### config.mk
export PLATFORM = sky130hd
export DESIGN_NAME = mtg_twist
export DESIGN_NICKNAME = d
export VERILOG_FILES = /design/src/sv/mtg_pkg.sv /design/src/sv/mtg_twist.sv
export SDC_FILE = /design/constraint.sdc
export NUM_CORES = 1
export LEC_CHECK = 0
export BUFFER_PORTS_ARGS = -buffer_cell sky130_fd_sc_hd__buf_2
export CORE_AREA = 2 2 63 65
export DETAILED_ROUTE_END_ITERATION = 8
export DIE_AREA = 0 0 65 67
export PLACE_DENSITY = 0.94
export SLEW_MARGIN = 20
export SYNTH_ARGS = -nofsm -noshare
export SYNTH_HDL_FRONTEND = slang
export SYNTH_SLANG_ARGS = --single-unit
### constraint.sdc
create_clock -name vclk -period 9.2
set_input_delay 2.76 -clock vclk [all_inputs]
set_output_delay 2.76 -clock vclk [all_outputs]
set_load 0.05 [all_outputs]
### src/sv/mtg_pkg.sv
package mtg_pkg;

	localparam int unsigned MT_N = 624;
	localparam int unsigned MT_M = 397;
	localparam int unsigned ADDR_W = 10;

	localparam logic [31:0] MT_MATRIX    = 32'h9908_B0DF;
	localparam logic [31:0] MT_UPPER     = 32'h8000_0000;
	localparam logic [31:0] MT_LOWER     = 32'h7FFF_FFFF;
	localparam logic [31:0] MT_TEMPER_B  = 32'h9D2C_5680;
	localparam logic [31:0] MT_TEMPER_C  = 32'hEFC6_0000;
	localparam logic [31:0] MT_SEED_MULT = 32'd69069;
	localparam logic [31:0] MT_SEED_RST  = 32'd4357;

	localparam logic [ADDR_W-1:0] POS_LAST = ADDR_W'(MT_N - 1);
	localparam logic [ADDR_W-1:0] POS_WRAP = ADDR_W'(MT_N - MT_M);
	localparam logic [ADDR_W-1:0] POS_OFS  = ADDR_W'(MT_M);

	typedef logic [ADDR_W-1:0] addr_t;

	typedef enum logic [2:0] {
		ST_IDLE,
		ST_SEED,
		ST_ISSUE,
		ST_FETCH,
		ST_CALC,
		ST_DONE
	} state_t;

	typedef struct packed {
		logic        we;
		addr_t       waddr;
		logic [31:0] wdata;
		logic        re;
		addr_t       raddr_a;
		addr_t       raddr_b;
	} ram_ctrl_t;

endpackage

### src/sv/mtg_twist.sv
module mtg_twist (
	input  logic [31:0] cur_word,
	input  logic [31:0] nxt_word,
	input  logic [31:0] mid_word,
	output logic [31:0] new_word,
	output logic [31:0] tempered
);
	import mtg_pkg::*;

	logic [31:0] y;
	logic [31:0] t1;
	logic [31:0] t2;
	logic [31:0] t3;

	always_comb begin
		y        = (cur_word & MT_UPPER) | (nxt_word & MT_LOWER);
		new_word = mid_word ^ (y >> 1) ^ (y[0] ? MT_MATRIX : 32'h0);
		t1       = new_word ^ (new_word >> 11);
		t2       = t1 ^ ((t1 << 7) & MT_TEMPER_B);
		t3       = t2 ^ ((t2 << 15) & MT_TEMPER_C);
		tempered = t3 ^ (t3 >> 18);
	end

endmodule

==> flow_summary.ini <==
[clocking]
ctsResizeCount = 0
cts_setup_buffers = 0
hold_buffers = 0

[synth]
synthDominantCellAreaShare_pct = 40.3
yosysTopAreaCell = xnor2_1
yosysWarningCount = 0
synthesis.instances = 112
seq_area_frac_synth_pct = 0
syn_avg_cell_area_sq_um = 10.3
synth_area_leaders = xnor2_1, xor2_1, xnor3_1
post_synth_num_cell_types = 12
syn-num-nets = 208
synthesis.area_sq_um = 1150

[detailed_routing]
wire_per_inst_um = 10.7
viasPerCell = 4.19
first_pass_iters = 4
num_vias = 1197
wl_met3_um = 347
drc = 0
drtIter0Drc = 11
drt.antenna.violating_nets = 0
wl_um = 3070
wl_met2_um = 1650
wl_met1_um = 1080
highest_layer = met3

[sta]
timing.final.crit_period_ns = 7.49
report.final.slew_viol_count = 0
max_freq_ghz = 0.134
setup_tns_ns = 0
fin_crit_sh_pct = 81.4
tightest_slew_ns = 0.493
slew_headroom_pct = 66.9
fin_ws_ns = 1.71
rsz0062_at_grt = false
setup_viol = 0
hold_violations = 0

[power]
p_switching_uw = 468
p_int_uw = 168
comb_power_share_pct = 100.0
pwr-share-clk_pct = 0
power.density_nw_per_um2 = 347
swShare_pct = 73.5
ir_drop_uv = 176
seqPwrFrac_pct = 0
leakagePower_nw = 1.00

[place]
dpl_worst_slack_ns = 1.69
hpwl_um = 2880
gp_congestion = 0.778
port_buffers = 128

[finish]
seq_cells = 0
nClkBuffers = 0
fillers = 351
area_growth_pct = 59.5
drive_gt1_share_pct = 56.7
nets = 336
regArea_sq_um = 0
antenna_cells = 0

[floorplan]
die_height_um = 67
core-area_sq_um = 3610
start_util_pct = 31.9
io_pins = 160
die_x_um = 65
dieArea_sq_um = 4360
row_count = 22

[global_routing]
grt_overflow = 0
grt_pass1_vias = 1072
grt_use_total_pct = 12.6
antenna_found_initial = 0
grt_pass1_wl_um = 4410
grt_max_degree = 16

[critical_path]
cp.arrival_ns = 4.73
required_ns = 6.44
end_kind = primary output
critPathKind = input pin to primary output
crit_fanout = 15
worstSetupStartpointType = input pin

[worst_hold_path]
hold_path.class = input pin to primary output
whs_endpoint = new_word[5]
hold_start = mid_word[5]
min_path_cells = 3

[run_status]
status = completed

[job]
drv_cap = 0
-- stage by stage --
stage	utilization, %	hold WS [ns]	cells	total power [mW]	cell area (sq um)
after floorplan	-	5.67	112	0.516	1150
after global placement	50.9	5.89	286	0.637	1840
after detailed placement	50.9	5.89	286	0.641	1840
after CTS	50.9	5.90	286	0.643	1840
after global routing	50.9	5.91	286	0.666	1840
final	50.9	5.89	286	0.637	1840
-- power groups by stage --
stage	logic [mW]	registers (mW)	clock network [mW]
2_1_floorplan	0.516	0	0
3_3_place_gp	0.637	0	0
3_5_place_dp	0.641	0	0
4_1_cts	0.643	0	0
5_1_grt	0.666	0	0
6_report	0.637	0	0
-- how the worst max path moves through the flow --
| stage | startpoint | cells past startpoint | slack [ns] | to |
|---|---|---|---|---|
| final | nxt_word[0] | 6 | 1.71 | tempered[4] |
| after global routing | nxt_word[0] | 6 | 1.59 | tempered[4] |
| after CTS | nxt_word[0] | 6 | 1.69 | tempered[4] |
| after detailed placement | nxt_word[0] | 6 | 1.69 | tempered[4] |
| after global placement | nxt_word[0] | 6 | 1.70 | tempered[4] |
| after floorplan | nxt_word[26] | 4 | 0.78 | tempered[29] |
-- cell type report --
class	instances	area, sq um	area share (%)
inverter	8	30.0	1.64
multi-input combinational	102	1100	60.2
tap	48	60.1	3.27
timing repair buffer	128	641	34.9
-- cell usage after synthesis (all sizes together) --
| cell | count |
|---|---|
| inv | 8 |
| xnor3 | 8 |
| xor3 | 3 |
| xnor2 | 54 |
| buf | 2 |
| xor2 | 37 |
-- critical path, stage by stage --
cell and delay, ns:
buf_2 0.37, xnor3_2 0.57, xor2_4 0.22, xnor3_1 0.37
xnor2_1 0.15, buf_2 0.28
-- logic make-up after synthesis --
family,Yosys count,synth area share [%]
buffers and inverters,10,4.02
xor gates and xnor gates,102,96.0
-- metal layers --
layer	vias up	global-route usage [%]
li1	588	-
met1	533	13.7
met2	76	26.5
met3	0	1.86
met4	0	0
met5	-	0
-- cells in the final DEF, fill, tap and decap left out --
master,synthesis,layout
buf_2,1,128
xnor2_1,53,53
xor2_1,34,34
inv_1,8,8
xnor3_1,7,7
xor2_4,2,2
xor3_2,2,2
xor2_2,1,1
xnor3_2,1,1
xor3_1,1,1
xnor2_2,1,1
No activity file was read; power rests on OpenSTA's default activity.
